### src/sv/wbit_pkg.sv
`default_nettype none

package wbit_pkg;

  localparam int FUNC_W = 3;
  localparam int DT_W   = 16;
  localparam int MS_W   = 23;
  localparam int MIN_W  = 7;
  localparam int CYC_W  = 4;
  localparam int CNT_W  = 8;
  localparam int CFG_W  = 7;
  localparam int IDX_W  = 3;
  localparam int MAXM_W = 8;

  localparam int MAX_MINUTES_DEF = 99;
  localparam int FOCUS_RST       = 25;
  localparam int SHORT_RST       = 5;
  localparam int LONG_RST        = 15;
  localparam int CYC_RST         = 4;
  localparam int SOUND_RST       = 1;
  localparam int CYC_MAX         = 8;
  localparam int MS_PER_MIN      = 60000;
  localparam int MS_PER_SEC      = 1000;
  localparam logic [MS_W-1:0] MS_MAX = {MS_W{1'b1}};

  typedef enum logic [FUNC_W-1:0] {
    FN_TICK  = 3'd0,
    FN_KEY   = 3'd1,
    FN_RESET = 3'd2,
    FN_SKIP  = 3'd3,
    FN_APPLY = 3'd4
  } func_e;

  typedef enum logic [1:0] {
    PH_FOCUS = 2'd0,
    PH_SHORT = 2'd1,
    PH_LONG  = 2'd2
  } phase_e;

  typedef enum logic [1:0] {
    RS_IDLE  = 2'd0,
    RS_RUN   = 2'd1,
    RS_PAUSE = 2'd2,
    RS_DONE  = 2'd3
  } rs_e;

  typedef enum logic [2:0] {
    TN_NONE  = 3'd0,
    TN_START = 3'd1,
    TN_PAUSE = 3'd2,
    TN_TICK  = 3'd3,
    TN_DONE  = 3'd4
  } tone_e;

  typedef enum logic [IDX_W-1:0] {
    CFG_FOCUS = 3'd0,
    CFG_SHORT = 3'd1,
    CFG_LONG  = 3'd2,
    CFG_CYC   = 3'd3,
    CFG_SOUND = 3'd4
  } cfg_e;

  typedef struct packed {
    logic  load_in;
    logic  tick_upd;
    logic  rs_we;
    rs_e   rs_val;
    logic  tone_we;
    tone_e tone_val;
    logic  cnt_inc;
    logic  begin_ph;
    logic  begin_next;
    logic  out_load;
  } cmd_t;

  typedef struct packed {
    logic [FUNC_W-1:0] func;
    rs_e               run_state;
    phase_e            phase;
    logic              mod_busy;
    logic              out_free;
  } sts_t;

  // Phase length for an already clamped minute count, saturated to the field width.
  function automatic logic [MS_W-1:0] min_to_ms(input logic [MAXM_W-1:0] m);
    logic [MS_W:0] prod;
    prod = (MS_W+1)'(m) * (MS_W+1)'(MS_PER_MIN);
    return (prod > (MS_W+1)'(MS_MAX)) ? MS_MAX : prod[MS_W-1:0];
  endfunction

endpackage

`default_nettype wire

### src/sv/wbit_mod_unit.sv
`default_nettype none

module wbit_mod_unit (
  input  wire logic                         clk_i,
  input  wire logic                         rst_ni,
  input  wire logic                         start_i,
  input  wire logic [wbit_pkg::CNT_W-1:0]   dividend_i,
  input  wire logic [wbit_pkg::CYC_W-1:0]   divisor_i,
  output logic                              busy_o,
  output logic [wbit_pkg::CYC_W-1:0]        rem_o
);

  localparam int N     = wbit_pkg::CNT_W;
  localparam int W     = wbit_pkg::CYC_W;
  localparam int STP_W = $clog2(N);

  logic             busy_q, busy_d;
  logic [STP_W-1:0] step_q, step_d;
  logic [N-1:0]     num_q, num_d;
  logic [W-1:0]     den_q, den_d;
  logic [W-1:0]     rem_q, rem_d;
  logic [W:0]       trial;

  // One quotient bit per cycle, restoring form.
  always_comb begin
    busy_d = busy_q;
    step_d = step_q;
    num_d  = num_q;
    den_d  = den_q;
    rem_d  = rem_q;
    trial  = {rem_q, num_q[N-1]};
    if (start_i) begin
      busy_d = 1'b1;
      step_d = '0;
      num_d  = dividend_i;
      den_d  = divisor_i;
      rem_d  = '0;
    end else if (busy_q) begin
      if (trial >= {1'b0, den_q}) begin
        rem_d = W'(trial - {1'b0, den_q});
      end else begin
        rem_d = trial[W-1:0];
      end
      num_d  = {num_q[N-2:0], 1'b0};
      step_d = step_q + STP_W'(1);
      if (step_q == STP_W'(N - 1)) begin
        busy_d = 1'b0;
      end
    end
  end

  always_ff @(posedge clk_i or negedge rst_ni) begin
    if (!rst_ni) begin
      busy_q <= 1'b0;
      step_q <= '0;
    end else begin
      busy_q <= busy_d;
      step_q <= step_d;
    end
  end

  always_ff @(posedge clk_i) begin
    num_q <= num_d;
    den_q <= den_d;
    rem_q <= rem_d;
  end

  assign busy_o = busy_q;
  assign rem_o  = rem_q;

endmodule

`default_nettype wire

### src/sv/wbit_datapath.sv
`default_nettype none

module wbit_datapath #(
  parameter int MAX_MINUTES = wbit_pkg::MAX_MINUTES_DEF
) (
  input  wire logic                          clk_i,
  input  wire logic                          rst_ni,
  input  wire logic                          cfg_we_i,
  input  wire logic [wbit_pkg::IDX_W-1:0]    cfg_idx_i,
  input  wire logic [wbit_pkg::CFG_W-1:0]    cfg_data_i,
  input  wire logic [wbit_pkg::FUNC_W-1:0]   func_i,
  input  wire logic [wbit_pkg::DT_W-1:0]     elapsed_ms_i,
  input  wire logic                          out_stall_i,
  input  wire wbit_pkg::cmd_t                cmd_i,
  output wbit_pkg::sts_t                     sts_o,
  output logic                               out_valid_o,
  output logic [1:0]                         phase_o,
  output logic [1:0]                         run_state_o,
  output logic [wbit_pkg::MS_W-1:0]          remain_ms_o,
  output logic [wbit_pkg::MS_W-1:0]          phase_total_ms_o,
  output logic [wbit_pkg::CNT_W-1:0]         sessions_done_o,
  output logic [2:0]                         tone_o
);

  localparam int MS_W   = wbit_pkg::MS_W;
  localparam int MIN_W  = wbit_pkg::MIN_W;
  localparam int CYC_W  = wbit_pkg::CYC_W;
  localparam int CNT_W  = wbit_pkg::CNT_W;
  localparam int MAXM_W = wbit_pkg::MAXM_W;
  localparam logic [MAXM_W-1:0] MAX_M = MAXM_W'(MAX_MINUTES);
  localparam logic [MAXM_W-1:0] RST_MIN =
    (wbit_pkg::FOCUS_RST > MAX_MINUTES) ? MAX_M : MAXM_W'(wbit_pkg::FOCUS_RST);
  localparam logic [MS_W-1:0] RST_MS = wbit_pkg::min_to_ms(RST_MIN);
  localparam logic [MS_W-1:0] SEC1 = MS_W'(wbit_pkg::MS_PER_SEC);
  localparam logic [MS_W-1:0] SEC2 = MS_W'(2 * wbit_pkg::MS_PER_SEC);
  localparam logic [MS_W-1:0] SEC3 = MS_W'(3 * wbit_pkg::MS_PER_SEC);

  logic [MIN_W-1:0] focus_min_q, short_min_q, long_min_q;
  logic [CYC_W-1:0] cyc_q;
  logic             sound_q;

  logic [wbit_pkg::FUNC_W-1:0] func_q;
  logic [wbit_pkg::DT_W-1:0]   dt_q;

  wbit_pkg::phase_e phase_q, phase_d;
  wbit_pkg::rs_e    rs_q, rs_d;
  wbit_pkg::tone_e  tone_q, tone_d;
  logic [MS_W-1:0]  rem_q, rem_d;
  logic [MS_W-1:0]  tot_q, tot_d;
  logic [CNT_W-1:0] cnt_q, cnt_d;

  logic             out_valid_q;
  logic [1:0]       out_phase_q, out_rs_q;
  logic [2:0]       out_tone_q;
  logic [MS_W-1:0]  out_rem_q, out_tot_q;
  logic [CNT_W-1:0] out_cnt_q;

  logic                 out_free;
  logic                 tick_ge;
  logic [MS_W-1:0]      tick_diff;
  logic                 tick_hit;
  logic [CYC_W-1:0]     cyc_eff;
  logic                 mod_busy;
  logic [CYC_W-1:0]     mod_rem;
  wbit_pkg::phase_e     new_phase;
  logic [MIN_W-1:0]     sel_min;
  logic [MAXM_W-1:0]    clamp_min;
  logic [MS_W-1:0]      phase_ms;

  wbit_mod_unit u_mod (
    .clk_i      (clk_i),
    .rst_ni     (rst_ni),
    .start_i    (cmd_i.cnt_inc),
    .dividend_i (cnt_q + CNT_W'(1)),
    .divisor_i  (cyc_eff),
    .busy_o     (mod_busy),
    .rem_o      (mod_rem)
  );

  always_comb begin
    if (cyc_q == '0) begin
      cyc_eff = CYC_W'(1);
    end else if (cyc_q > CYC_W'(wbit_pkg::CYC_MAX)) begin
      cyc_eff = CYC_W'(wbit_pkg::CYC_MAX);
    end else begin
      cyc_eff = cyc_q;
    end
  end

  // A tone sounds when the rounded-up second drops into the last three.
  always_comb begin
    tick_ge   = {{(MS_W - wbit_pkg::DT_W){1'b0}}, dt_q} >= rem_q;
    tick_diff = rem_q - MS_W'(dt_q);
    if (tick_diff <= SEC1) begin
      tick_hit = rem_q > SEC1;
    end else if (tick_diff <= SEC2) begin
      tick_hit = rem_q > SEC2;
    end else if (tick_diff <= SEC3) begin
      tick_hit = rem_q > SEC3;
    end else begin
      tick_hit = 1'b0;
    end
  end

  always_comb begin
    if (!cmd_i.begin_next) begin
      new_phase = phase_q;
    end else if (phase_q == wbit_pkg::PH_FOCUS) begin
      new_phase = (mod_rem == '0) ? wbit_pkg::PH_LONG : wbit_pkg::PH_SHORT;
    end else begin
      new_phase = wbit_pkg::PH_FOCUS;
    end
    case (new_phase)
      wbit_pkg::PH_SHORT: sel_min = short_min_q;
      wbit_pkg::PH_LONG:  sel_min = long_min_q;
      default:            sel_min = focus_min_q;
    endcase
    if (sel_min == '0) begin
      clamp_min = MAXM_W'(1);
    end else if (MAXM_W'(sel_min) > MAX_M) begin
      clamp_min = MAX_M;
    end else begin
      clamp_min = MAXM_W'(sel_min);
    end
    phase_ms = wbit_pkg::min_to_ms(clamp_min);
  end

  always_comb begin
    phase_d = phase_q;
    rs_d    = rs_q;
    tone_d  = tone_q;
    rem_d   = rem_q;
    tot_d   = tot_q;
    cnt_d   = cnt_q;
    if (cmd_i.load_in) begin
      tone_d = wbit_pkg::TN_NONE;
    end
    if (cmd_i.tone_we) begin
      tone_d = cmd_i.tone_val;
    end
    if (cmd_i.tick_upd) begin
      if (tick_ge) begin
        rem_d  = '0;
        rs_d   = wbit_pkg::RS_DONE;
        tone_d = wbit_pkg::TN_DONE;
      end else begin
        rem_d  = tick_diff;
        tone_d = tick_hit ? wbit_pkg::TN_TICK : wbit_pkg::TN_NONE;
      end
    end
    if (cmd_i.rs_we) begin
      rs_d = cmd_i.rs_val;
    end
    if (cmd_i.cnt_inc) begin
      cnt_d = cnt_q + CNT_W'(1);
    end
    if (cmd_i.begin_ph) begin
      phase_d = new_phase;
      rem_d   = phase_ms;
      tot_d   = phase_ms;
    end
  end

  always_ff @(posedge clk_i or negedge rst_ni) begin
    if (!rst_ni) begin
      focus_min_q <= MIN_W'(wbit_pkg::FOCUS_RST);
      short_min_q <= MIN_W'(wbit_pkg::SHORT_RST);
      long_min_q  <= MIN_W'(wbit_pkg::LONG_RST);
      cyc_q       <= CYC_W'(wbit_pkg::CYC_RST);
      sound_q     <= 1'(wbit_pkg::SOUND_RST);
      phase_q     <= wbit_pkg::PH_FOCUS;
      rs_q        <= wbit_pkg::RS_IDLE;
      tone_q      <= wbit_pkg::TN_NONE;
      rem_q       <= RST_MS;
      tot_q       <= RST_MS;
      cnt_q       <= '0;
      out_valid_q <= 1'b0;
    end else begin
      if (cfg_we_i) begin
        unique case (cfg_idx_i)
          wbit_pkg::CFG_FOCUS: focus_min_q <= cfg_data_i[MIN_W-1:0];
          wbit_pkg::CFG_SHORT: short_min_q <= cfg_data_i[MIN_W-1:0];
          wbit_pkg::CFG_LONG:  long_min_q  <= cfg_data_i[MIN_W-1:0];
          wbit_pkg::CFG_CYC:   cyc_q       <= cfg_data_i[CYC_W-1:0];
          wbit_pkg::CFG_SOUND: sound_q     <= cfg_data_i[0];
          default: ;
        endcase
      end
      phase_q <= phase_d;
      rs_q    <= rs_d;
      tone_q  <= tone_d;
      rem_q   <= rem_d;
      tot_q   <= tot_d;
      cnt_q   <= cnt_d;
      if (cmd_i.out_load) begin
        out_valid_q <= 1'b1;
      end else if (!out_stall_i) begin
        out_valid_q <= 1'b0;
      end
    end
  end

  always_ff @(posedge clk_i) begin
    if (cmd_i.load_in) begin
      func_q <= func_i;
      dt_q   <= elapsed_ms_i;
    end
    if (cmd_i.out_load) begin
      out_phase_q <= phase_q;
      out_rs_q    <= rs_q;
      out_rem_q   <= rem_q;
      out_tot_q   <= tot_q;
      out_cnt_q   <= cnt_q;
      out_tone_q  <= sound_q ? tone_q : wbit_pkg::TN_NONE;
    end
  end

  assign out_free = !out_valid_q || !out_stall_i;

  always_comb begin
    sts_o.func      = func_q;
    sts_o.run_state = rs_q;
    sts_o.phase     = phase_q;
    sts_o.mod_busy  = mod_busy;
    sts_o.out_free  = out_free;
  end

  assign out_valid_o      = out_valid_q;
  assign phase_o          = out_phase_q;
  assign run_state_o      = out_rs_q;
  assign remain_ms_o      = out_rem_q;
  assign phase_total_ms_o = out_tot_q;
  assign sessions_done_o  = out_cnt_q;
  assign tone_o           = out_tone_q;

endmodule

`default_nettype wire

### src/sv/wbit_ctrl.sv
`default_nettype none

module wbit_ctrl (
  input  wire logic           clk_i,
  input  wire logic           rst_ni,
  input  wire logic           in_valid_i,
  output logic                in_stall_o,
  input  wire wbit_pkg::sts_t sts_i,
  output wbit_pkg::cmd_t      cmd_o
);

  typedef enum logic [4:0] {
    ST_IDLE  = 5'b00001,
    ST_EXEC  = 5'b00010,
    ST_MOD   = 5'b00100,
    ST_BEGIN = 5'b01000,
    ST_WRITE = 5'b10000
  } state_e;

  state_e state_q, state_d;
  logic   next_q, next_d;
  logic   run_after_q, run_after_d;

  always_comb begin
    state_d     = state_q;
    next_d      = next_q;
    run_after_d = run_after_q;
    cmd_o       = '0;
    cmd_o.rs_val   = wbit_pkg::RS_IDLE;
    cmd_o.tone_val = wbit_pkg::TN_NONE;
    unique case (state_q)
      ST_IDLE: begin
        if (in_valid_i) begin
          cmd_o.load_in = 1'b1;
          state_d       = ST_EXEC;
        end
      end
      ST_EXEC: begin
        state_d     = ST_WRITE;
        next_d      = 1'b0;
        run_after_d = 1'b0;
        unique case (sts_i.func)
          wbit_pkg::FN_TICK: begin
            cmd_o.tick_upd = (sts_i.run_state == wbit_pkg::RS_RUN);
          end
          wbit_pkg::FN_KEY: begin
            cmd_o.tone_we = 1'b1;
            if (sts_i.run_state == wbit_pkg::RS_RUN) begin
              cmd_o.rs_we    = 1'b1;
              cmd_o.rs_val   = wbit_pkg::RS_PAUSE;
              cmd_o.tone_val = wbit_pkg::TN_PAUSE;
            end else if (sts_i.run_state == wbit_pkg::RS_DONE) begin
              cmd_o.tone_val = wbit_pkg::TN_START;
              next_d         = 1'b1;
              run_after_d    = 1'b1;
              cmd_o.cnt_inc  = (sts_i.phase == wbit_pkg::PH_FOCUS);
              state_d = (sts_i.phase == wbit_pkg::PH_FOCUS) ? ST_MOD : ST_BEGIN;
            end else begin
              cmd_o.rs_we    = 1'b1;
              cmd_o.rs_val   = wbit_pkg::RS_RUN;
              cmd_o.tone_val = wbit_pkg::TN_START;
            end
          end
          wbit_pkg::FN_RESET: begin
            state_d = ST_BEGIN;
          end
          wbit_pkg::FN_SKIP: begin
            next_d        = 1'b1;
            cmd_o.cnt_inc = (sts_i.phase == wbit_pkg::PH_FOCUS);
            state_d = (sts_i.phase == wbit_pkg::PH_FOCUS) ? ST_MOD : ST_BEGIN;
          end
          wbit_pkg::FN_APPLY: begin
            cmd_o.tone_we  = 1'b1;
            cmd_o.tone_val = wbit_pkg::TN_START;
            if (sts_i.run_state == wbit_pkg::RS_IDLE) begin
              state_d = ST_BEGIN;
            end
          end
          default: ;
        endcase
      end
      ST_MOD: begin
        if (!sts_i.mod_busy) begin
          state_d = ST_BEGIN;
        end
      end
      ST_BEGIN: begin
        cmd_o.begin_ph   = 1'b1;
        cmd_o.begin_next = next_q;
        cmd_o.rs_we      = 1'b1;
        cmd_o.rs_val     = run_after_q ? wbit_pkg::RS_RUN : wbit_pkg::RS_IDLE;
        state_d          = ST_WRITE;
      end
      ST_WRITE: begin
        if (sts_i.out_free) begin
          cmd_o.out_load = 1'b1;
          state_d        = ST_IDLE;
        end
      end
      default: state_d = ST_IDLE;
    endcase
  end

  always_ff @(posedge clk_i or negedge rst_ni) begin
    if (!rst_ni) begin
      state_q     <= ST_IDLE;
      next_q      <= 1'b0;
      run_after_q <= 1'b0;
    end else begin
      state_q     <= state_d;
      next_q      <= next_d;
      run_after_q <= run_after_d;
    end
  end

  assign in_stall_o = (state_q != ST_IDLE);

endmodule

`default_nettype wire

### src/sv/work_break_interval_timer.sv
`default_nettype none

// Focus and break countdown sequencer. Each input word (a tick with its elapsed
// milliseconds, a start/pause key, a reset, a skip or an apply-settings command)
// yields exactly one output word with the phase, run state, remaining and total
// milliseconds, the wrapping count of finished focus sessions and a tone request.
// A word passes the idle, execute and write states; one that restarts a phase also
// passes the begin state, and one leaving a focus phase waits first in the mod state
// while the bit-serial remainder unit picks a short or a long break. Input stalls
// until the word is in the output register. Minute and cycle writes act at phase
// start; the user must write registers only while idle, as nothing enforces it.
module work_break_interval_timer #(
  parameter int MAX_MINUTES = wbit_pkg::MAX_MINUTES_DEF
) (
  input  wire logic                         clk_i,
  input  wire logic                         rst_ni,
  input  wire logic                         cfg_we_i,
  input  wire logic [wbit_pkg::IDX_W-1:0]   cfg_idx_i,
  input  wire logic [wbit_pkg::CFG_W-1:0]   cfg_data_i,
  input  wire logic                         in_valid_i,
  output logic                              in_stall_o,
  input  wire logic [wbit_pkg::FUNC_W-1:0]  func_i,
  input  wire logic [wbit_pkg::DT_W-1:0]    elapsed_ms_i,
  output logic                              out_valid_o,
  input  wire logic                         out_stall_i,
  output logic [1:0]                        phase_o,
  output logic [1:0]                        run_state_o,
  output logic [wbit_pkg::MS_W-1:0]         remain_ms_o,
  output logic [wbit_pkg::MS_W-1:0]         phase_total_ms_o,
  output logic [wbit_pkg::CNT_W-1:0]        sessions_done_o,
  output logic [2:0]                        tone_o
);

  wbit_pkg::cmd_t cmd;
  wbit_pkg::sts_t sts;

  wbit_ctrl u_ctrl (
    .clk_i      (clk_i),
    .rst_ni     (rst_ni),
    .in_valid_i (in_valid_i),
    .in_stall_o (in_stall_o),
    .sts_i      (sts),
    .cmd_o      (cmd)
  );

  wbit_datapath #(
    .MAX_MINUTES (MAX_MINUTES)
  ) u_dp (
    .clk_i            (clk_i),
    .rst_ni           (rst_ni),
    .cfg_we_i         (cfg_we_i),
    .cfg_idx_i        (cfg_idx_i),
    .cfg_data_i       (cfg_data_i),
    .func_i           (func_i),
    .elapsed_ms_i     (elapsed_ms_i),
    .out_stall_i      (out_stall_i),
    .cmd_i            (cmd),
    .sts_o            (sts),
    .out_valid_o      (out_valid_o),
    .phase_o          (phase_o),
    .run_state_o      (run_state_o),
    .remain_ms_o      (remain_ms_o),
    .phase_total_ms_o (phase_total_ms_o),
    .sessions_done_o  (sessions_done_o),
    .tone_o           (tone_o)
  );

endmodule

`default_nettype wire

### config.mk
export PLATFORM = sky130hd
export DESIGN_NAME = work_break_interval_timer
export DESIGN_NICKNAME = d
export VERILOG_FILES = /design/src/sv/wbit_pkg.sv /design/src/sv/wbit_mod_unit.sv /design/src/sv/wbit_datapath.sv /design/src/sv/wbit_ctrl.sv /design/src/sv/work_break_interval_timer.sv
export SDC_FILE = /design/constraint.sdc
export NUM_CORES = 1
export LEC_CHECK = 0
export ABC_CLOCK_PERIOD_IN_PS = 12610
export BUFFER_PORTS_ARGS = -buffer_cell sky130_fd_sc_hd__buf_2
export CAP_MARGIN = 20
export CORE_MARGIN = 5
export CORE_UTILIZATION = 65
export CTS_BUF_LIST = sky130_fd_sc_hd__clkbuf_8
export CTS_CLUSTER_DIAMETER = 200
export DETAILED_ROUTE_END_ITERATION = 10
export PLACE_DENSITY = 0.94
export SKIP_CTS_REPAIR_TIMING = 1
export SLEW_MARGIN = 30
export SYNTH_ARGS = -nofsm -noshare
export SYNTH_HDL_FRONTEND = slang
export SYNTH_SLANG_ARGS = --single-unit
### constraint.sdc
create_clock -name clk_i -period 12.61 [get_ports clk_i]
set_clock_uncertainty 0.1 [all_clocks]
set_input_delay 1.8915 -clock clk_i [delete_from_list [all_inputs] [get_ports clk_i]]
set_output_delay 1.8915 -clock clk_i [all_outputs]
set_load 0.005 [all_outputs]
# Yosys cells after proc, flatten, opt, wreduce, memory -nomap -nowiden
# Cells that the tools add are included.
# totals
register_bits,195
output_inout_bits,63
elab_cells,154
# classes
n_addsub,4
mul,1
n_lt_le_gt_ge,11
eq_ne,23
mux,63
n_reduce_logical,23
# ops
operator,n
2-to-1 mux 23 bit,4
2-to-1 mux 5 bit,7
2-to-1 mux 3 bit,9
case mux 5 bit (5 select lines),1
greater-than comparator 24 x 23 -> 1 bit (second input constant),1
2-to-1 mux 8 bit,3
greater-or-equal comparator 16 x 23 -> 1 bit,1
greater-than comparator 23 x 10 -> 1 bit (second input constant),1
greater-than comparator 23 x 11 -> 1 bit (second input constant),1
greater-than comparator 23 x 12 -> 1 bit (second input constant),1
<= comparator 23 x 10 -> 1 bit (second input constant),1
<= comparator 23 x 11 -> 1 bit (second input constant),1
<= comparator 23 x 12 -> 1 bit (second input constant),1
subtractor 23 x 16 -> 23 bit,1
2-to-1 mux 1 bit,20
case mux 5 bit (4 select lines),1
multiplier 8 x 11 -> 19 bit (second input constant),1
2-to-1 mux 2 bit,9
case mux 7 bit (2 select lines),1
== test 3 x 2 -> 1 bit (second input constant),4
2-to-1 mux 4 bit,3
AND reduction 2 bit,6
== test 3 bit (second input constant),3
adder 8 x 1 -> 8 bit (second input constant),1
other kinds (30),43

# Logic depth before layout (Yosys ltp)
# Gate-level depths: netlist of the first run.
# depth
word_depth,13
depth_mapped,30
depth_no_buf,28

# Hierarchy
# Synthesis of the first run repeated with hierarchy kept, for this count alone.
# hier_totals
hier_cells,988
hier_area_um2,10841.6
# modules_own_cells
module,instances,cells_per_inst,area_per_inst_um2
wbit_datapath,1,835,9195.1
wbit_mod_unit,1,80,1029.7
wbit_ctrl,1,73,616.8

# Worst setup path before layout of the first run
# No wires, ideal clock.
# synth_path
path_type,register to register
start,reg u_ctrl.state_q[1]
end,reg u_dp.rem_q[10]
setup_time_ps,141
t_arrival_ps,6342
required_ps,12369
slack_ps,6027
stages_incl_launch_ff,28
n_path_buf,2
period_less_slack_ps,6583
cell_sequence,dfrtp_1 -> nor3_1 -> and3b_1 -> clkbuf_1 -> nand2_1 -> nor4_1 -> a21o_1 -> inv_1 -> ha_1 -> a22oi_1 -> nor2_1 -> a21oi_1 -> nor2_1 -> nor2_1 -> fa_1 -> ha_1 -> fa_1 -> inv_1 -> fa_1 -> inv_1 -> ha_1 -> a21o_1 -> a21bo_2 -> o31ai_1 -> xnor2_1 -> nand2_1 -> clkbuf_1 -> a31oi_1
# synth_via
elab_chain_cells,12
word_cells_on_any_way,17
cone_classes,1 x mul; 2 x order compare; 4 x eq/ne; 8 x mux; 2 x reduce/logical
# synth_rtl
element,line_no,rtl
start: declaration,wbit_ctrl.sv:20,"state_e state_q, state_d;"
start signal: assignment,wbit_ctrl.sv:110,state_q <= state_d;
== test 5 x 4 -> 1 bit *,wbit_ctrl.sv:31,unique case (state_q)
2-to-1 mux 2 bit *,wbit_ctrl.sv:31,
2-to-1 mux 2 bit *,wbit_datapath.sv:106,if (!cmd_i.begin_next) begin
net u_dp.new_phase[0],wbit_datapath.sv:65,wbit_pkg::phase_e new_phase;
== test 2 bit / == test 2 x 1 -> 1 bit (equally long branches),wbit_datapath.sv:113,case (new_phase)
case mux 7 bit (2 select lines) *,wbit_datapath.sv:113,
greater-than comparator 7 bit,wbit_datapath.sv:120,end else if (MAXM_W'(sel_min) > MAX_M) begin
2-to-1 mux 7 bit,wbit_datapath.sv:120,
2-to-1 mux 8 bit *,wbit_datapath.sv:118,if (sel_min == '0) begin
multiplier 8 x 11 -> 19 bit *,wbit_pkg.sv:87,prod = (MS_W+1)'(m) * (MS_W+1)'(MS_PER_MIN);
greater-than comparator 24 x 23 -> 1 bit,wbit_pkg.sv:88,return (prod > (MS_W+1)'(MS_MAX)) ? MS_MAX : prod[MS_W-1:0];
2-to-1 mux 23 bit *,wbit_pkg.sv:88,
2-to-1 mux 23 bit *,wbit_datapath.sv:157,if (cmd_i.begin_ph) begin
end signal: assignment,wbit_datapath.sv:192,rem_q <= rem_d;
end: declaration,wbit_datapath.sv:48,"logic [MS_W-1:0] rem_q, rem_d;"
# The timed path passes the listed nets; every way through them passes the cells marked *.
# A chain may end at the register's enable or synchronous reset.

# Final worst setup path of the first run
# layout_path
start,reg u_ctrl.state_q[1]
end,reg u_dp.rem_q[19]
# The elaborated chain is that of the path after synthesis.

==> impl_metrics.ini, run 1 <==
[place]
place_ws_ps = 4770
place.gp.congestion = 0.956
io_buffer_count = 96
dp_hpwl_mm = 18.2

[critical_path]
r2r-start = u_ctrl.state_q[1]
r2r_cells = 26
r2r_setup_slack_ps = 4290
required_ps = 12870
start_kind = flip-flop
cp.arrival_ps = 8580
worstSetupPathType = flip-flop to flip-flop
r2r_end = u_dp.rem_q[19]
critPathCaptureType = flip-flop
critPathMaxFanout = 32

[layout]
drive_above_1_share = 0.209
seq_area_mm2 = 0.00514
fill_cells = 1065
multi_input_area_mm2 = 0.00504
fin_nets = 1191
antennaDiodeCount = 0
final_core_util = 0.733
areaGrowthSynthToFinish_pct = 10.3

[clock_network]
clock_path_buffers = 2
clkLatencyLatePin_ps = 480
cts_num_sinks = 187
cts_root_buf = clkbuf_8
cts_made_buffers = 17
clk_pin_slew_worst_paths_ps = 100
cts_max_level = 4
cts_tree = done

[sta]
rsz0062_at_grt = no
hold_viol = 0
layout_min_cycle_time_ps = 8320
setup_tns_ps = 0
holdWs_ps = 365
slew_viol_final = 0
max_slew.worst_pin.slew_ps = 902
slew_headroom = 0.397
fin_ws_ps = 4290
min_period_over_period = 0.660
max_clock_freq_ghz = 0.120
setup_viol = 0

[floorplan]
initial_core_util = 0.665
die_h_um = 138
ioPinCount = 97
dieArea_mm2 = 0.0190
core_area_mm2 = 0.0159
die_w_um = 138
rows = 46

[yosys]
yosys_warnings = 0
syn_area_per_cell_um2 = 10.8
post_synth_num_cell_types = 88
synth_top_area_share = 0.249
synthFlopType = edfxtp_1
synthCells = 981
yosysSeqAreaShare = 0.485
netlist_area_mm2 = 0.0106
synth_area_leaders = edfxtp_1 (25%), dfrtp_1 (15%), ha_1 (8.5%)
ys_ff_latch = 187
synth_edf_count = 88
synth-async-reset-ratio = 0.508
synth_top_area_cell = edfxtp_1
syn-num-nets = 1106

[power_and_ir_drop]
p_sw_mw = 1.48
pwr-share-seq = 0.283
combPwrFrac = 0.578
leakagePower_nw = 5.18
finalPower_mw = 3.25
swShare = 0.455
power.internal_mw = 1.77
p_per_area_mw_per_mm2 = 278
ir_drop_uv = 237
p_clk_frac = 0.140

[global_routing]
overflow = 0
grt_max_degree = 79
grt_pass1_vias = 7861
groute.usage.overall = 0.273
antenna_found_initial = 0
grt_pass1_wl_mm = 40.1

[drt]
first_iter_violations = 688
antenna_left = 0
wl_mm = 24.9
drc = 0
wl_per_cell_um = 19.2
routed_via_density = 6.15
first_pass_iters = 6
vias = 7969

[hold_path]
hold_path_depth = 0
holdPathEnd = u_dp.phase_total_ms_o[21]
min_path_type = flip-flop to flip-flop
min_from = u_dp.tot_q[21]

[job]
cap_viol_max_count = 0

[status]
outcome = complete, no violations
[layout make-up]
type	count	share of cell area
Multi-Input combinational cell	689	0.431
Inverter	71	0.0228
Sequential cell	187	0.440
Timing Repair Buffer	100	0.0442
Clock buffer	17	0.0200
Tap cell	216	0.0231
Clock inverter	15	0.0188
[stage by stage]
step	instance area (µm²)	instances
after CTS	11700	1295
after detailed placement	11200	1263
after global routing	11700	1295
after global placement	11200	1263
after floorplan	10600	981
final	11700	1295
[synth_stat cells (5+ instances only)]
cell type  instances
a31o_2             5
o21ai_0           47
nor2b_1            9
xnor2_1           33
dfrtp_1           63
edfxtp_1          88
xor2_1            11
nor2_1            86
nand2_1           81
nor3_1            14
nor4_1             5
a211oi_1           8
nand3_1           13
o21a_1             6
inv_1             71
or2_2              5
ha_1              72
fa_1              19
and3_1            11
nand3b_1           9
a21oi_1           53
nand4_1            8
or3_1             10
mux2_2            27
a22oi_1           15
nand2b_1           9
o22a_1             9
a31oi_1           19
clkbuf_1          22
a21o_1            11
dfstp_2           32
and2_1            10
mux2i_1            6
[placed cells by master, fill, tap and decap left out, drive strengths merged, types with 4 or more instances in the layout]
| master | count |
|---|---|
| dfxtp | 4 |
| nand3b | 9 |
| inv | 81 |
| nor2 | 87 |
| and2 | 10 |
| nor2b | 9 |
| and3 | 12 |
| a21o | 14 |
| ha | 72 |
| or2 | 7 |
| mux2 | 27 |
| edfxtp | 88 |
| o21a | 6 |
| bufinv | 4 |
| buf | 100 |
| mux2i | 6 |
| a31oi | 19 |
| o21ai | 49 |
| o211ai | 4 |
| dfrtp | 63 |
| a211oi | 10 |
| xnor2 | 33 |
| o21bai | 4 |
| clkbuf | 17 |
| dfstp | 32 |
| a21oi | 55 |
| nand3 | 15 |
| fa | 19 |
| a22oi | 16 |
| nand4 | 9 |
| xor2 | 11 |
| and3b | 4 |
| nand2b | 9 |
| or3 | 10 |
| nand2 | 81 |
| nor4 | 5 |
| o22a | 9 |
| nor3 | 14 |
| a31o | 5 |
[cells by family (layout without fill, tap and decap cells)]
family | after synthesis | after routing | synth area share
AND/OR/NAND/NOR | 293 | 293 | 0.137
adder cells (fa/ha/maj) | 91 | 91 | 0.121
XOR/XNOR | 44 | 44 | 0.0364
AO/OA/AOI/OAI | 228 | 228 | 0.145
buffers and inverters | 105 | 203 | 0.0410
flip-flops | 187 | 187 | 0.485
multiplexers | 33 | 33 | 0.0344
[metal layers]
| metal | track usage | up-vias | share of wire |
|---|---|---|---|
| li1 | - | 3703 | - |
| met1 | 0.354 | 3827 | 0.40 |
| met2 | 0.460 | 375 | 0.50 |
| met3 | 0.0519 | 64 | 0.077 |
| met4 | 0.0998 | 0 | 0.024 |
| met5 | 0 | - | 0 |
[critical path, cell delays in order, from the launching register on]
cell	delay, ps
dfrtp_1	430
nor3_1	300
and3b_1	210
buf_4	340
nand2_1	250
nor4_1	570
a21o_1	190
inv_1	60
ha_1	520
nor2_1	90
a21oi_1	440
nor2_1	170
nor2_1	490
fa_1	500
ha_1	310
fa_1	530
inv_1	60
fa_1	540
inv_1	50
ha_1	300
a21o_1	140
a21bo_2	240
o31ai_1	270
xnor2_1	140
nand2_1	450
o21ai_0	230
or2_1	260
[state kept, by name (all words and copies together), names as in the netlist, 3 cells and up]
register	count
u_dp.tone_o	3
u_dp.remain_ms_o	23
u_dp.u_mod.num_q	8
u_dp.dt_q	16
u_dp.u_mod.rem_o	4
u_dp.sessions_done_o	8
u_dp.func_q	3
u_dp.focus_min_q	7
u_dp.short_min_q	7
u_dp.cnt_q	8
u_ctrl.state_q	5
u_dp.tone_q	3
u_dp.phase_total_ms_o	19
u_dp.rem_q	23
u_dp.long_min_q	7
u_dp.u_mod.den_q	4
u_dp.u_mod.step_q	3
u_dp.cyc_q	4
u_dp.tot_q	19
[worst max path at each step]
stage,from,endpoint,cells past startpoint
after detailed placement,u_ctrl.state_q[1],u_dp.tot_q[5],26
after global routing,u_ctrl.state_q[1],u_dp.tot_q[5],26
after global placement,u_ctrl.state_q[1],u_dp.rem_q[19],26
after floorplan,u_ctrl.state_q[1],u_dp.rem_q[10],27
final,u_ctrl.state_q[1],u_dp.rem_q[19],26
after CTS,u_ctrl.state_q[1],u_dp.rem_q[19],26
[power by group through the flow]
stage               Sequential (mW)  Combinational [mW]  Clock (mW)
finish                        0.918                1.88       0.453
global route                  0.931                2.06       0.487
CTS                           0.913                1.84       0.456
detailed placement            0.923                1.81           0
global placement              0.917                1.74           0
floorplan                     0.867                1.40           0
Note: power is estimated with default switching activity, not from simulation.
==> run 2: changes to the inputs <==
Settings changed: ABC_CLOCK_PERIOD_IN_PS 12610 to 8300, CORE_UTILIZATION 65 to 62, PLACE_DENSITY 0.94 to 0.91.
Clock period 12.61 ns to 8.3 ns, I/O delays scaled along.
==> impl_metrics.ini, run 2 (same netlist as run 1, synthesis figures left out) <==
[hold_path]
min_from = u_dp.tot_q[4]
min_path_type = flip-flop to flip-flop

[power_and_ir_drop]
ir_drop_uv = 325
p_per_area_mw_per_mm2 = 409
leakagePower_nw = 5.16

[critical_path]
slowest_stage = fa_1
start_kind = flip-flop
crit_start = u_ctrl.state_q[1]
required_ps = 8560
cp.arrival_ps = 7930
critPathTopFamily = adder cells
critPathMaxStageDelay_ps = 540
critPathCaptureType = flip-flop
r2r-start = u_ctrl.state_q[1]
worstSetupPathType = flip-flop to flip-flop
critPathBufInv = 4
critPathMaxFanout = 14
r2r_setup_slack_ps = 630

[sta]
slew_headroom = 0.389
min_period_over_period = 0.924
slew_viol_final = 0
holdWs_ps = 356
setup_tns_ps = 0
max_slew.worst_pin.slew_ps = 913
hold_viol = 0
layout_min_cycle_time_ps = 7670
max_clock_freq_ghz = 0.130
setup_viol = 0
rsz0062_at_grt = no

[clock_network]
cts_made_buffers = 17
cts_root_buf = clkbuf_8
clkLatencyLatePin_ps = 470
cts_max_level = 4
clock_path_buffers = 2
cts_tree = done
clk_pin_slew_worst_paths_ps = 90
cts_num_sinks = 187

[floorplan]
initial_core_util = 0.634
ioPinCount = 97
die_w_um = 141
dieArea_mm2 = 0.0198
die_h_um = 141
rows = 47
core_area_mm2 = 0.0167

[job]
cap_viol_max_count = 0

[place]
place.gp.congestion = 0.962
dp_hpwl_mm = 18.4
io_buffer_count = 96

[drt]
first_pass_iters = 5
first_iter_violations = 765
antenna_left = 0
routed_via_density = 6.00
drc = 0
vias = 7806
wl_per_cell_um = 18.6
wl_mm = 24.2

[global_routing]
groute.usage.overall = 0.249
antenna_found_initial = 0
grt_pass1_vias = 7682
grt_max_degree = 83
grt_pass1_wl_mm = 39.4
overflow = 0

[layout]
antennaDiodeCount = 0
fin_nets = 1193
final_core_util = 0.696
mostFrequentLayoutCells = buf_2 (95), edfxtp_1 (88), nor2_1 (85)
layout_commonest_cell = buf_2
drive_above_1_share = 0.210
areaGrowthSynthToFinish_pct = 9.77

[status]
outcome = complete, no violations
[run 2: metal layers]
layer,track usage,wire length [µm]
met1,0.330,10200
met2,0.422,11900
met3,0.0522,1680
met4,0.0653,410
met5,0,0
[run 2: cell type report]
cell class	count	area, µm²
flip-flops and latches	187	5140
inverters	71	267
multi-input cells	689	5040
fillers	1217	5070
repair buffers	102	532
well taps	220	275
clock inverters	13	118
clock buffers	19	262
[run 2: worst paths after layout]
path / to / cells after the start
min: u_dp.phase_total_ms_o[4] / 0
min reg2reg: u_dp.phase_total_ms_o[4] / 0
min in group asynchronous: u_dp.u_mod.step_q[1] / 1
max: u_dp.rem_q[22] / 27
max reg2reg: u_dp.rem_q[22] / 27
max in group asynchronous: u_dp.tot_q[4] / 2
[run 2: where the power goes]
group / switching [mW] / leakage, nW / internal (mW)
Clock: 0.330 / 0.206 / 0.257
Sequential: 0.182 / 2.01 / 1.20
Combinational: 1.64 / 2.94 / 1.14
[run 2: metrics by stage]
| stage | std cells | total power [mW] | worst slack [ps] | area [µm²] |
|---|---|---|---|---|
| after floorplan | 981 | 3.44 | 1720 | 10600 |
| after global placement | 1269 | 4.05 | 1140 | 11200 |
| after detailed placement | 1269 | 4.12 | 775 | 11200 |
| after CTS | 1301 | 4.72 | 707 | 11600 |
| after global routing | 1301 | 5.14 | 51.5 | 11600 |
| final | 1301 | 4.75 | 632 | 11600 |
==> run 3: changes to the inputs <==
Settings changed: ABC_AREA set to 1, PLACE_DENSITY 0.91 to 0.9.
==> impl_metrics.ini, run 3 <==
[clock_network]
cts_tree = done
cts_max_level = 4
clock_path_buffers = 2
cts_num_sinks = 187
cts_made_buffers = 17
clkLatencyLatePin_ps = 480
cts_root_buf = clkbuf_8
clk_pin_slew_worst_paths_ps = 110

[critical_path]
start_kind = flip-flop
critPathMaxStageDelay_ps = 550
critPathMostFrequentCell = inv_1
critPathMaxFanout = 26
r2r_cells = 33
required_ps = 8610
critPathCaptureType = flip-flop
worstSetupPathType = flip-flop to flip-flop
slowest_stage = dfstp_2
cp.arrival_ps = 7910

[sta]
min_period_over_period = 0.917
rsz0062_at_grt = no
hold_viol = 0
setup_viol = 0
layout_min_cycle_time_ps = 7610
slew_headroom = 0.455
max_clock_freq_ghz = 0.131
setup_tns_ps = 0
max_slew.worst_pin.slew_ps = 818
slew_viol_final = 0

[drt]
wl_mm = 25.8
wl_per_cell_um = 15.7
first_iter_violations = 949
antenna_left = 0
routed_via_density = 5.54
vias = 9120
first_pass_iters = 6
drc = 0

[hold_path]
hold_path_depth = 0
min_path_type = flip-flop to flip-flop

[job]
cap_viol_max_count = 0

[layout]
layout_commonest_cell = nand2_1
fin_nets = 1528
mostFrequentLayoutCells = nand2_1 (326), inv_1 (213), buf_2 (95)
drive_above_1_share = 0.170
areaGrowthSynthToFinish_pct = 10.1
antennaDiodeCount = 0
stdcell_count = 1645

[yosys]
synthFlopType = edfxtp_1
syn_area_per_cell_um2 = 8.56
synthCells = 1305
netlist_area_mm2 = 0.0112
ys_ff_latch = 187
synth-async-reset-ratio = 0.508
synth_edf_count = 88
synth_common_cells = nand2_1 (326), inv_1 (213), nor2_1 (95)
post_synth_num_cell_types = 57
synth_top_area_share = 0.237
yosysSeqAreaShare = 0.460
yosys_warnings = 0
syn-num-nets = 1430
synth_area_leaders = edfxtp_1 (24%), dfrtp_1 (14%), nand2_1 (11%)
synth_top_area_cell = edfxtp_1
yosysMostFrequentCell = nand2_1

[global_routing]
antenna_found_initial = 0
grt_pass1_vias = 8857
grt_max_degree = 64
grt_pass1_wl_mm = 42.6
groute.usage.overall = 0.258
overflow = 0

[floorplan]
die_h_um = 144
rows = 49
dieArea_mm2 = 0.0208
ioPinCount = 97
core_area_mm2 = 0.0178
initial_core_util = 0.626
die_w_um = 144

[place]
placed_cells = 1613
place.gp.congestion = 0.975
io_buffer_count = 96
dp_hpwl_mm = 19.7

[status]
outcome = complete, no violations
## run 3: kinds of logic (layout without fill, tap and decap cells)
family,after synthesis,in the layout,synth area share
adders and majority gates,91,91,0.115
AOI/OAI and AO/OA,178,178,0.0929
buffers and inverters,253,364,0.0883
xor gates and xnor gates,16,16,0.0139
DFF,187,187,0.460
and+or+nand+nor,580,580,0.230
## run 3: final timing paths
path | startpoint | to | slack [ps]
worst max-delay path | u_ctrl.state_q[0] | u_dp.rem_q[20] | 690
worst min-delay path | u_dp.tot_q[19] | u_dp.phase_total_ms_o[19] | 360
worst max register to register | u_ctrl.state_q[0] | u_dp.rem_q[20] | 690
worst min register to register | u_dp.tot_q[19] | u_dp.phase_total_ms_o[19] | 360
max in group asynchronous | rst_ni | u_dp.rem_q[7] | 6340
min in group asynchronous | rst_ni | u_dp.cnt_q[7] | 580
## run 3: through the flow
step	area (µm²)	hold slack [ps]	util	setup WS, ps
2_1_floorplan	11200	325	-	1550
3_5_place_dp	11900	339	0.665	439
5_1_grt	12300	369	0.689	125
4_1_cts	12300	357	0.689	397
3_3_place_gp	11900	342	0.665	864
6_report	12300	362	0.689	691
## run 3: metal layers
layer,wire length (µm),GRT usage,vias to the layer above
met3,1880,0.0513,65
met1,11200,0.354,4227
met2,12100,0.416,376
met5,0,0,-
li1,-,-,4452
met4,650,0.0874,0
## run 3: cell type report
cell class,instances,area [µm²]
Clock buffer,17,234
Clock inverter,15,180
Fill cell,1320,5550
Inverter,231,867
Multi-Input combinational cell,865,5060
Sequential cell,187,5140
Tap cell,229,287
Timing Repair Buffer,101,520
## run 3: worst max-delay path: cells and delay by family, from the launching register on
family | cells | cell delay, ps
XOR/XNOR | 1 | 290
AND/OR/NAND/NOR | 11 | 1890
flip-flops | 1 | 550
buffers and inverters | 8 | 1050
adder cells (fa/ha/maj) | 6 | 2560
AO/OA/AOI/OAI | 7 | 1080
Power of run 3 is not shown: default switching activity piles up to over one toggle a cycle in this logic, so the estimate is an artifact.
